<file path="src/rtl/tmxd_pkg.sv">
// Package of the three-mode xor delta decoder: field widths, register indexes,
// mode codes and the control record that moves between the pipeline stages.
// It depends on nothing else.
package tmxd_pkg;

	localparam int DATA_W     = 8;
	localparam int WORD_W     = 16;
	localparam int IDX_W      = 6;
	localparam int LEN_W      = 8;
	localparam int MODE_W     = 2;
	localparam int CFG_IDX_W  = 1;
	localparam int CFG_DATA_W = 8;

	// Default depth of the high-byte plane.
	localparam int MAX_WORDS_DEF = 64;

	// Configuration register indexes.
	localparam logic [CFG_IDX_W-1:0] REG_DECODE_MODE = 1'd0;
	localparam logic [CFG_IDX_W-1:0] REG_JOB_LENGTH  = 1'd1;

	// Decode modes.
	typedef enum logic [MODE_W-1:0] {
		MODE_COPY  = 2'd0,
		MODE_PLANE = 2'd1,
		MODE_WORD  = 2'd2,
		MODE_NONE  = 2'd3
	} mode_t;

	// One item as it stands in the first pipeline stage.
	typedef struct packed {
		logic              clr;       // first byte of a job: running value restarts
		logic              emit;      // the item gives a word
		logic              xor_en;    // the word goes through the running xor
		logic              use_plane; // high byte comes from the plane memory
		logic [DATA_W-1:0] lo_byte;
		logic [DATA_W-1:0] hi_byte;
		logic [IDX_W-1:0]  idx;
		logic              last;
	} s1_t;

endpackage

</file>
<file path="src/rtl/tmxd_plane_ram.sv">
// High-byte plane memory of the decoder: one write port and one read port,
// with the read data registered. It depends on nothing else.
module tmxd_plane_ram #(
	parameter int DEPTH = 64,
	parameter int AW    = 6
) (
	input  logic          clk,
	input  logic          we,
	input  logic [AW-1:0] waddr,
	input  logic [7:0]    wdata,
	input  logic          re,
	input  logic [AW-1:0] raddr,
	output logic [7:0]    rdata
);

	logic [7:0] mem [DEPTH];

	// Writes take effect at the clock edge.
	always_ff @(posedge clk) begin
		if (we) begin
			mem[waddr] <= wdata;
		end
	end

	// Reads are registered and hold while no read is issued.
	always_ff @(posedge clk) begin
		if (re) begin
			rdata <= mem[raddr];
		end
	end

endmodule

</file>
<file path="src/rtl/tmxd_front.sv">
// Front stage of the decoder: configuration registers, byte position, pairing
// of bytes and the access to the plane memory. It depends on tmxd_pkg.
module tmxd_front #(
	parameter int MAX_WORDS = tmxd_pkg::MAX_WORDS_DEF,
	parameter int AW        = 6
) (
	input  logic                            clk,
	input  logic                            arst_n,
	input  logic                            in_valid,
	output logic                            in_stall,
	input  logic [tmxd_pkg::DATA_W-1:0]     data_byte,
	input  logic                            cfg_we,
	input  logic [tmxd_pkg::CFG_IDX_W-1:0]  cfg_index,
	input  logic [tmxd_pkg::CFG_DATA_W-1:0] cfg_data,
	input  logic                            s1_take,
	output logic                            s1_valid_s1,
	output tmxd_pkg::s1_t                   s1_s1,
	output logic                            mem_we,
	output logic [AW-1:0]                   mem_waddr,
	output logic [tmxd_pkg::DATA_W-1:0]     mem_wdata,
	output logic                            mem_re,
	output logic [AW-1:0]                   mem_raddr
);

	tmxd_pkg::mode_t                 mode_q;
	logic [tmxd_pkg::LEN_W-1:0]      len_q;
	logic [tmxd_pkg::LEN_W-1:0]      pos_q;
	logic [tmxd_pkg::DATA_W-1:0]     pend_q;

	logic                            accept;
	logic [tmxd_pkg::LEN_W-2:0]      c_raw;
	logic [tmxd_pkg::LEN_W-2:0]      count;
	logic [tmxd_pkg::LEN_W-1:0]      count_x;
	logic [tmxd_pkg::LEN_W-1:0]      two_c;
	logic                            in_first;
	logic                            in_pair;
	logic [tmxd_pkg::LEN_W-1:0]      plane_idx;
	logic [tmxd_pkg::LEN_W-1:0]      idx_full;
	logic [tmxd_pkg::LEN_W:0]        pos_inc;
	logic [tmxd_pkg::LEN_W-1:0]      pos_next;
	logic                            pend_we;
	tmxd_pkg::s1_t                   s1_d;

	// The stage takes a new item unless it holds one that cannot move on.
	assign in_stall = s1_valid_s1 && !s1_take;
	assign accept   = in_valid && !in_stall;

	// Words in the job: odd lengths of three or more, within the plane depth.
	always_comb begin
		c_raw = len_q[tmxd_pkg::LEN_W-1:1];
		if (!len_q[0] || len_q < tmxd_pkg::LEN_W'(3)
			|| 32'(c_raw) > 32'(MAX_WORDS)) begin
			count = '0;
		end else begin
			count = c_raw;
		end
	end

	assign count_x   = {1'b0, count};
	assign two_c     = {count, 1'b0};
	assign in_first  = pos_q < count_x;
	assign in_pair   = pos_q < two_c;
	assign plane_idx = pos_q - count_x;
	assign pos_inc   = {1'b0, pos_q} + 9'd1;
	assign pos_next  = (pos_inc >= {1'b0, len_q}) ? '0 : pos_inc[tmxd_pkg::LEN_W-1:0];

	// Classify the byte by mode and position.
	always_comb begin
		s1_d           = '0;
		s1_d.clr       = (pos_q == '0);
		pend_we        = 1'b0;
		mem_we         = 1'b0;
		mem_re         = 1'b0;
		idx_full       = '0;
		case (mode_q)
			tmxd_pkg::MODE_COPY, tmxd_pkg::MODE_WORD: begin
				idx_full = {1'b0, pos_q[tmxd_pkg::LEN_W-1:1]};
				if (in_pair) begin
					if (!pos_q[0]) begin
						pend_we = accept;
					end else begin
						s1_d.emit   = 1'b1;
						s1_d.xor_en = (mode_q == tmxd_pkg::MODE_WORD);
					end
				end
			end
			tmxd_pkg::MODE_PLANE: begin
				idx_full = plane_idx;
				if (in_first) begin
					mem_we = accept;
				end else if (in_pair) begin
					s1_d.emit      = 1'b1;
					s1_d.xor_en    = 1'b1;
					s1_d.use_plane = 1'b1;
					mem_re         = accept;
				end
			end
			default: begin
				idx_full = '0;
			end
		endcase
		s1_d.lo_byte = s1_d.use_plane ? data_byte : pend_q;
		s1_d.hi_byte = data_byte;
		s1_d.idx     = idx_full[tmxd_pkg::IDX_W-1:0];
		s1_d.last    = (tmxd_pkg::LEN_W'(idx_full + 8'd1) == count_x);
	end

	assign mem_waddr = AW'(pos_q);
	assign mem_wdata = data_byte;
	assign mem_raddr = AW'(plane_idx);

	// Configuration registers and byte position; a write restarts the job.
	always_ff @(posedge clk or negedge arst_n) begin
		if (!arst_n) begin
			mode_q <= tmxd_pkg::MODE_COPY;
			len_q  <= '0;
			pos_q  <= '0;
		end else if (cfg_we) begin
			if (cfg_index == tmxd_pkg::REG_DECODE_MODE) begin
				mode_q <= tmxd_pkg::mode_t'(cfg_data[tmxd_pkg::MODE_W-1:0]);
			end
			if (cfg_index == tmxd_pkg::REG_JOB_LENGTH) begin
				len_q <= cfg_data[tmxd_pkg::LEN_W-1:0];
			end
			pos_q <= '0;
		end else if (accept) begin
			pos_q <= pos_next;
		end
	end

	// Low byte held until its partner arrives.
	always_ff @(posedge clk or negedge arst_n) begin
		if (!arst_n) begin
			pend_q <= '0;
		end else if (pend_we) begin
			pend_q <= data_byte;
		end
	end

	// First pipeline stage.
	always_ff @(posedge clk or negedge arst_n) begin
		if (!arst_n) begin
			s1_valid_s1 <= 1'b0;
		end else if (accept) begin
			s1_valid_s1 <= 1'b1;
		end else if (s1_take) begin
			s1_valid_s1 <= 1'b0;
		end
	end

	always_ff @(posedge clk) begin
		if (accept) begin
			s1_s1 <= s1_d;
		end
	end

endmodule

</file>
<file path="src/rtl/tmxd_back.sv">
// Back stage of the decoder: forms the word, keeps the running xor and holds
// the output register. It depends on tmxd_pkg.
module tmxd_back (
	input  logic                          clk,
	input  logic                          arst_n,
	input  logic                          cfg_we,
	input  logic                          s1_valid_s1,
	input  tmxd_pkg::s1_t                 s1_s1,
	input  logic [tmxd_pkg::DATA_W-1:0]   mem_rdata,
	output logic                          s1_take,
	output logic                          out_valid,
	input  logic                          out_stall,
	output logic [tmxd_pkg::WORD_W-1:0]   out_word,
	output logic [tmxd_pkg::IDX_W-1:0]    word_index,
	output logic                          last_word
);

	logic [tmxd_pkg::WORD_W-1:0] rx_q;
	logic [tmxd_pkg::WORD_W-1:0] word;
	logic [tmxd_pkg::WORD_W-1:0] rx_base;
	logic [tmxd_pkg::WORD_W-1:0] rx_next;
	logic                        advance;

	// An item without a word always moves on; one with a word needs room.
	assign s1_take = !s1_s1.emit || !out_valid || !out_stall;
	assign advance = s1_valid_s1 && s1_take;

	// Word assembly and running xor.
	always_comb begin
		word    = {(s1_s1.use_plane ? mem_rdata : s1_s1.hi_byte), s1_s1.lo_byte};
		rx_base = s1_s1.clr ? '0 : rx_q;
		rx_next = s1_s1.xor_en ? (rx_base ^ word) : rx_base;
	end

	always_ff @(posedge clk or negedge arst_n) begin
		if (!arst_n) begin
			rx_q <= '0;
		end else if (cfg_we) begin
			rx_q <= '0;
		end else if (advance) begin
			rx_q <= rx_next;
		end
	end

	// Output register.
	always_ff @(posedge clk or negedge arst_n) begin
		if (!arst_n) begin
			out_valid <= 1'b0;
		end else if (advance && s1_s1.emit) begin
			out_valid <= 1'b1;
		end else if (!out_stall) begin
			out_valid <= 1'b0;
		end
	end

	always_ff @(posedge clk) begin
		if (advance && s1_s1.emit) begin
			out_word   <= s1_s1.xor_en ? rx_next : word;
			word_index <= s1_s1.idx;
			last_word  <= s1_s1.last;
		end
	end

endmodule

</file>
<file path="src/rtl/three_mode_xor_delta_decoder.sv">
// Top level of the three-mode xor delta decoder; it joins the front stage,
// the high-byte plane memory and the back stage. It depends on tmxd_pkg.
//
// The decoder takes one byte in every cycle while the output is taken; the
// byte that completes a word passes the first-stage register and then the
// output register. The first stage counts the byte and issues its single
// access to the plane memory (a write while the high bytes of a job are
// stored, a read once the low bytes arrive), and the second stage joins the
// registered read data, updates the running xor and fills the output
// register. Each byte makes at most one memory access and one xor. The plane is
// filled by every byte-plane job before it is read and needs no clearing after
// reset. The user must see that registers are written only while no item is
// in flight; the block does not enforce it, and a write restarts the current job.
module three_mode_xor_delta_decoder #(
	parameter int MAX_WORDS = tmxd_pkg::MAX_WORDS_DEF
) (
	input  logic                            clk,
	input  logic                            arst_n,
	input  logic                            in_valid,
	output logic                            in_stall,
	input  logic [tmxd_pkg::DATA_W-1:0]     data_byte,
	output logic                            out_valid,
	input  logic                            out_stall,
	output logic [tmxd_pkg::WORD_W-1:0]     out_word,
	output logic [tmxd_pkg::IDX_W-1:0]      word_index,
	output logic                            last_word,
	input  logic                            cfg_we,
	input  logic [tmxd_pkg::CFG_IDX_W-1:0]  cfg_index,
	input  logic [tmxd_pkg::CFG_DATA_W-1:0] cfg_data
);

	localparam int AW = (MAX_WORDS > 1) ? $clog2(MAX_WORDS) : 1;

	logic                        s1_take;
	logic                        s1_valid_s1;
	tmxd_pkg::s1_t               s1_s1;
	logic                        mem_we;
	logic [AW-1:0]               mem_waddr;
	logic [tmxd_pkg::DATA_W-1:0] mem_wdata;
	logic                        mem_re;
	logic [AW-1:0]               mem_raddr;
	logic [tmxd_pkg::DATA_W-1:0] mem_rdata;

	tmxd_front #(
		.MAX_WORDS (MAX_WORDS),
		.AW        (AW)
	) u_front (
		.clk         (clk),
		.arst_n      (arst_n),
		.in_valid    (in_valid),
		.in_stall    (in_stall),
		.data_byte   (data_byte),
		.cfg_we      (cfg_we),
		.cfg_index   (cfg_index),
		.cfg_data    (cfg_data),
		.s1_take     (s1_take),
		.s1_valid_s1 (s1_valid_s1),
		.s1_s1       (s1_s1),
		.mem_we      (mem_we),
		.mem_waddr   (mem_waddr),
		.mem_wdata   (mem_wdata),
		.mem_re      (mem_re),
		.mem_raddr   (mem_raddr)
	);

	tmxd_plane_ram #(
		.DEPTH (MAX_WORDS),
		.AW    (AW)
	) u_ram (
		.clk   (clk),
		.we    (mem_we),
		.waddr (mem_waddr),
		.wdata (mem_wdata),
		.re    (mem_re),
		.raddr (mem_raddr),
		.rdata (mem_rdata)
	);

	tmxd_back u_back (
		.clk         (clk),
		.arst_n      (arst_n),
		.cfg_we      (cfg_we),
		.s1_valid_s1 (s1_valid_s1),
		.s1_s1       (s1_s1),
		.mem_rdata   (mem_rdata),
		.s1_take     (s1_take),
		.out_valid   (out_valid),
		.out_stall   (out_stall),
		.out_word    (out_word),
		.word_index  (word_index),
		.last_word   (last_word)
	);

	// A byte either stores a high byte or reads one, never both.
	a_one_access: assert property (@(posedge clk) disable iff (!arst_n)
		!(mem_we && mem_re))
		else $error("plane memory written and read by the same item");

	// The input stalls only behind an item held in the first stage.
	a_stall_cause: assert property (@(posedge clk) disable iff (!arst_n)
		in_stall |-> s1_valid_s1)
		else $error("input stalled with an empty first stage");

	// An item held in the first stage stays there and keeps its read data.
	a_stage_hold: assert property (@(posedge clk) disable iff (!arst_n)
		(s1_valid_s1 && !s1_take && s1_s1.use_plane)
		|=> (s1_valid_s1 && $stable(mem_rdata)))
		else $error("held item lost or its plane data changed");

endmodule
</file>
<file path="config.mk">
export PLATFORM = sky130hd
export DESIGN_NAME = three_mode_xor_delta_decoder
export DESIGN_NICKNAME = d
export VERILOG_FILES = /design/src/rtl/tmxd_pkg.sv /design/src/rtl/tmxd_plane_ram.sv /design/src/rtl/tmxd_front.sv /design/src/rtl/tmxd_back.sv /design/src/rtl/three_mode_xor_delta_decoder.sv
export SDC_FILE = /design/constraint.sdc
export NUM_CORES = 1
export LEC_CHECK = 0
export ABC_CLOCK_PERIOD_IN_PS = 4000
export BUFFER_PORTS_ARGS = -buffer_cell sky130_fd_sc_hd__buf_2
export CORE_MARGIN = 4
export CORE_UTILIZATION = 29
export CTS_CLUSTER_SIZE = 25
export DETAILED_ROUTE_END_ITERATION = 16
export REMOVE_ABC_BUFFERS = 1
export SYNTH_ARGS = -nofsm -noshare
export SYNTH_HDL_FRONTEND = slang
export SYNTH_SLANG_ARGS = --single-unit
</file>
<file path="constraint.sdc">
create_clock -name clk -period 4 [get_ports clk]
set_input_delay 0.6 -clock clk [delete_from_list [all_inputs] [get_ports clk]]
set_output_delay 0.6 -clock clk [all_outputs]
set_load 0.05 [all_outputs]
</file>
==> results.tsv, run 1 <==
metric	value	unit
synth.top_cell.area_share	67.74	%
placedCellCount	2644	
dieHeight	303.2	um
cts_setup_buffers	0	
ys_types	59	
finalCritPeriodShare	95.43	%
clkSinkCount	614	
synthTopCellsByCount	edfxtp_1 (570), mux4_2 (139), nor2_1 (85), nand2_1 (73), a21oi_1 (56)	
hold_violations	0	
timing.hold.ws	0.1845	ns
nets	1610	
seqPwrFrac	45.0	%
grt_pass1_vias	13810	
grt_overflow_total	0	
path_clk_slew	0.06	ns
worstReg2RegEnd	u_ram.rdata[6]$_DFFE_PP_	
r2r_slack	0.18	ns
finalPower	16270	uW
core_area	85820	um2
clockRootBuffer	clkbuf_16	
slew_viol_final	0	
regArea	18220	um2
grt_most_used_layer	met2	
ant_nets	0	
finalSetupViolCount	0	
use_met1	18.18	%
synth_edf_count	570	
max_freq	262.0	MHz
cp.arrival	4.16	ns
synth_area	25270	um2
p_int	12090	uW
antenna_found_initial	1	
synth_most_common_cell	edfxtp_1	
gr-usage-met2	21.71	%
synth.avg_cell_area	18.42	um2
place_ws	0.07007	ns
ys_ff_latch	614	
globalRouteTotalUtil	13.19	%
drive_above_1_share	29.37	%
multi_input_area	6714	um2
synth.largest_area_cell	edfxtp_1	
routed-via-count	13450	
clock_skew	0.01652	ns
crit_path_start_kind	register	
die-width	303.2	um
seq_area_frac_synth	72.09	%
hold_class	input port to async pin	
critical_path_class	register to register	
ir_worst_vdd	0.0003807	V
slew_headroom	12.73	%
ys_warn_count	0	
synthCells	1372	
clkPwrFrac	35.3	%
wl_per_cell	22.14	um
numCtsBuffers	61	
ios	47	
clock_path_buffers	3	
start_util	29.45	%
switching_share	25.71	%
syn2layout_area_growth	18.67	%
clk_latency	0.61	ns
routed_wl	61.08	mm
rsz0062_at_grt	no	
cts_max_level	2	
power.density	542.6	nW/um2
p_sw	4184	uW
floorplan.die_area	91920	um2
cts_tree	built	
leakagePower	0.01001	uW
vias_per_cell	4.875	
status	finished, final reports clean	
grt_max_degree	68	
grt_pass1_wl	90.97	mm
cp_max_fo	16	
drv_cap	0	
period_needed	3.817	ns
hpwlAfterDp	38.64	mm
finalNonFillerCells	2759	
dpl_cell_area	27950	um2
rows	107	
design_area	29990	um2
r2r_start	u_front.len_q[0]$_DFFE_PN0P_	
synthArstFlopShare	7.166	%
port_buffers	46	
place.gp.congestion	0.8437	
fillers	7967	
firstDrtPassIters	5	
fin_ws	0.1827	ns
worst-r2r-cell-count	14	
grt.met3_usage	2.119	%
crit_required	4.34	ns
ys.flop_type	edfxtp_1	
drc	0	
synth.area.top_cells	edfxtp_1 (68%), mux4_2 (12%), dfrtp_1 (4.4%)	
crit_path_end_kind	register	
power_frac_comb	19.7	%
tightest_slew	1.309	ns
drtIter0Drc	1351	
-- area by class of cell --
cell class | count | area share [%]
sequential | 614 | 60.75
multi-input combinational | 667 | 22.39
clock buffer | 75 | 5.407
timing repair buffer | 197 | 5.090
tap | 1144 | 4.773
clock inverter | 39 | 1.306
inverter | 22 | 0.2754
antenna | 1 | 0.008345
-- flip-flops by register name (all words and copies together) (netlist names) --
| register | count |
|---|---|
| u_front.s1_valid_s1 | 1 |
| u_back.rx_q | 16 |
| u_front.s1_s1 | 27 |
| u_back.out_word | 16 |
| u_front.mode_q | 2 |
| u_back.out_valid | 1 |
| u_ram.rdata | 8 |
| u_ram.mem | 512 |
| u_back.last_word | 1 |
| u_front.len_q | 8 |
| u_back.word_index | 6 |
| u_front.pos_q | 8 |
| u_front.pend_q | 8 |
-- layout by cell type (no fill, tap or decap), types with 13 or more instances in the layout --
cell       count
mux4_2       139
dfrtp_1       44
mux2_2        33
buf_12        13
ha_1          23
nand2_1       73
a21o_1        13
nor2b_1       22
clkinv_1      17
buf_2         46
inv_1         22
clkbuf_16     63
a311oi_1      16
a21oi_1       56
nor2_1        85
edfxtp_1     570
xnor2_1       25
buf_4        138
nand3_1       31
nand2b_1      22
a211oi_1      24
o21ai_0       23
-- critical path, cell delays in order (launching register included) --
cell      delay, ns
dfrtp_1        0.40
nor2b_1        0.18
and2_1         0.19
ha_4           0.17
fa_4           0.53
xnor2_4        0.30
buf_12         0.21
mux4_1         0.27
nor2b_1        0.14
a211oi_1       0.32
a311oi_1       0.11
buf_4          0.17
a211oi_1       0.30
buf_4          0.20
a21oi_1        0.05
-- metrics by stage --
stage / utilization [%] / TNS, ns
floorplan: - / -33.75
global placement: 32.57 / 0
detailed placement: 32.57 / 0
CTS: 34.92 / 0
global route: 34.94 / 0
finish: 34.94 / 0
-- power by group through the flow --
stage          combinational (uW)  clock, uW  sequential [uW]
6_report                     3200       5740             7330
3_5_place_dp                 3220          0             7460
3_3_place_gp                 3200          0             7450
2_1_floorplan                2040          0             7510
4_1_cts                      3230       5870             7330
5_1_grt                      3430       6140             7340
-- kinds of logic (layout without fill, tap and decap cells) --
logic type	after synthesis	after routing	synth area share, %
xor+xnor	36	36	1.278
fa+ha+maj	25	25	1.268
other cells	0	1	0
mux	182	182	14.58
simple gates	264	264	4.922
buf+inv	91	333	1.634
flops	614	614	72.09
compound gates	160	160	4.229
-- worst max path at each step --
stage	start	end
4_1_cts	u_front.len_q[0]$_DFFE_PN0P_	u_ram.rdata[2]$_DFFE_PP_
3_5_place_dp	u_front.len_q[0]$_DFFE_PN0P_	u_ram.rdata[2]$_DFFE_PP_
2_1_floorplan	u_front.len_q[0]$_DFFE_PN0P_	u_ram.rdata[0]$_DFFE_PP_
3_3_place_gp	u_front.len_q[0]$_DFFE_PN0P_	u_ram.rdata[2]$_DFFE_PP_
5_1_grt	u_front.len_q[0]$_DFFE_PN0P_	u_ram.rdata[6]$_DFFE_PP_
6_report	u_front.len_q[0]$_DFFE_PN0P_	u_ram.rdata[6]$_DFFE_PP_
-- metal layers --
metal / vias up / share of wire [%]
li1: 5883 / -
met1: 7046 / 42
met4: 2 / 2.7
met2: 423 / 49
met5: - / 0.021
met3: 97 / 6.1
-- what timing repair did --
item                       CTS  global route
resized for setup            0             3
hold buffers                 0             0
setup endpoints to repair    0             6
Power figures use the tool's default switching activity.
==> run 2: changes to the inputs <==
--- a/config.mk
+++ b/config.mk
@@ -6,12 +6,13 @@
 export NUM_CORES = 1
 export LEC_CHECK = 0
 export ABC_CLOCK_PERIOD_IN_PS = 4000
-export BUFFER_PORTS_ARGS = -buffer_cell sky130_fd_sc_hd__buf_2
+export BUFFER_PORTS_ARGS = -buffer_cell sky130_fd_sc_hd__buf_4
 export CORE_MARGIN = 4
 export CORE_UTILIZATION = 29
 export CTS_CLUSTER_SIZE = 25
 export DETAILED_ROUTE_END_ITERATION = 16
 export REMOVE_ABC_BUFFERS = 1
+export SKIP_CTS_REPAIR_TIMING = 1
 export SYNTH_ARGS = -nofsm -noshare
 export SYNTH_HDL_FRONTEND = slang
 export SYNTH_SLANG_ARGS = --single-unit
==> results.tsv, run 2 (same netlist as run 1, synthesis figures left out) <==
metric	value	unit
tightest_slew	1.189	ns
routed_wl	57.87	mm
place.gp.congestion	0.8357	
drv_cap	0	
clock_path_buffers	3	
finalCritPeriodShare	97.37	%
ios	47	
startpoint	u_front.len_q[0]$_DFFE_PN0P_	
reg.largest.list	u_ram.mem (512), u_front.s1_s1 (27)	
design_area	29930	um2
hold_class	input port to async pin	
ir_worst_vdd	0.0003252	V
period_needed	3.895	ns
layout.cells.most_common_list	edfxtp_1 (570), buf_4 (165), mux4_2 (139)	
critical_path_class	register to register	
syn2layout_area_growth	18.44	%
path_clk_slew	0.06	ns
slew_viol_final	0	
grt.met3_usage	2.040	%
utilization	34.88	%
use_met1	16.69	%
clock_skew	0.02490	ns
r2r_start	u_front.len_q[0]$_DFFE_PN0P_	
start_util	29.45	%
grt_pass1_wl	88.27	mm
slew_headroom	20.42	%
crit_path_start_kind	register	
grt_overflow_total	0	
antenna_found_initial	0	
regMostFlops	u_ram.mem	
drive_above_1_share	28.73	%
worstReg2RegEnd	u_ram.rdata[7]$_DFFE_PP_	
violations	hold timing	
cts_tree	built	
nets	1591	
crit_path_end_kind	register	
globalRouteTotalUtil	12.68	%
ant_nets	0	
grt_max_degree	68	
floorplan.die_area	91920	um2
hold_violations	11	
r2r_slack	0.11	ns
crit_required	4.34	ns
firstDrtPassIters	5	
clockRootBuffer	clkbuf_16	
largest_reg_flops	512	
placedCellCount	2626	
finalSetupViolCount	0	
cp_max_fo	17	
dieHeight	303.2	um
rsz0062_at_grt	no	
finalNonFillerCells	2739	
grt_pass1_vias	13810	
worst-r2r-cell-count	12	
vias_per_cell	4.840	
finalPower	16150	uW
grt_most_used_layer	met2	
routed-via-count	13260	
fillers	7895	
dpl_cell_area	27940	um2
leakagePower	0.009952	uW
wl_per_cell	21.13	um
clkSinkCount	614	
drtIter0Drc	1156	
cts_max_level	2	
cp.arrival	4.24	ns
core_area	85820	um2
timing.hold.ws	-0.01889	ns
max_freq	256.7	MHz
die-width	303.2	um
status	complete, but fails checks	
gr-usage-met2	21.67	%
clk_latency	0.63	ns
port_buffers	46	
drc	0	
numCtsBuffers	60	
power.density	539.5	nW/um2
hpwlAfterDp	36.69	mm
worstSetupEndpoint	u_ram.rdata[7]$_DFFE_PP_	
final_common_cell	edfxtp_1	
rows	107	
## run 2: per-stage QoR
stage                     setup TNS (ns)  worst slack [ns]
after floorplan                   -33.75            -3.416
after global placement                 0           0.01086
after detailed placement               0           0.06542
after CTS                              0           0.05371
after global routing                   0           0.01189
final                                  0            0.1051
## run 2: per-layer routing
| metal | wire length [um] | up-vias |
|---|---|---|
| li1 | - | 5850 |
| met1 | 24160 | 6968 |
| met2 | 29330 | 356 |
| met3 | 2904 | 83 |
| met4 | 1472 | 0 |
| met5 | 0 | - |
## run 2: power breakdown
group	leakage (uW)	internal, uW	total, uW	switching (uW)
registers	0.00572	7220	7330	106
logic	0.00326	1480	3170	1690
clock network	0.000969	3300	5650	2350
## run 2: worst min-delay path by stage
| stage | to | cells after the start | from |
|---|---|---|---|
| 3_5_place_dp | u_back.last_word$_DFFE_PP_ | 0 | u_front.s1_s1[0]$_DFFE_PP_ |
| 2_1_floorplan | u_back.out_valid$_DFFE_PN0P_ | 0 | arst_n |
| 5_1_grt | u_back.rx_q[7]$_DFFE_PN0P_ | 1 | arst_n |
| 4_1_cts | u_back.rx_q[14]$_DFFE_PN0P_ | 1 | arst_n |
| 3_3_place_gp | u_back.last_word$_DFFE_PP_ | 0 | u_front.s1_s1[0]$_DFFE_PP_ |
| 6_report | u_back.rx_q[7]$_DFFE_PN0P_ | 1 | arst_n |
## run 2: final cells by class
class	instances	area (um2)	area share, %
Antenna cell	1	2.502	0.008361
Clock buffer	77	1617	5.401
Clock inverter	35	361.6	1.208
Inverter	22	82.58	0.2759
Sequential cell	614	18220	60.87
Tap cell	1144	1431	4.783
Timing Repair Buffer	179	1519	5.075
Multi-Input combinational cell	667	6698	22.38
## run 2: worst max-delay path, cell delays in order, from the launching register on
cell	delay [ns]
dfrtp_1	0.36
nor2b_1	0.16
and2_1	0.19
ha_4	0.17
fa_4	0.51
xnor2_2	0.29
buf_12	0.20
mux4_2	0.29
nor2b_1	0.16
a211oi_1	0.40
a311oi_1	0.16
a211oi_1	0.65
a21oi_1	0.07
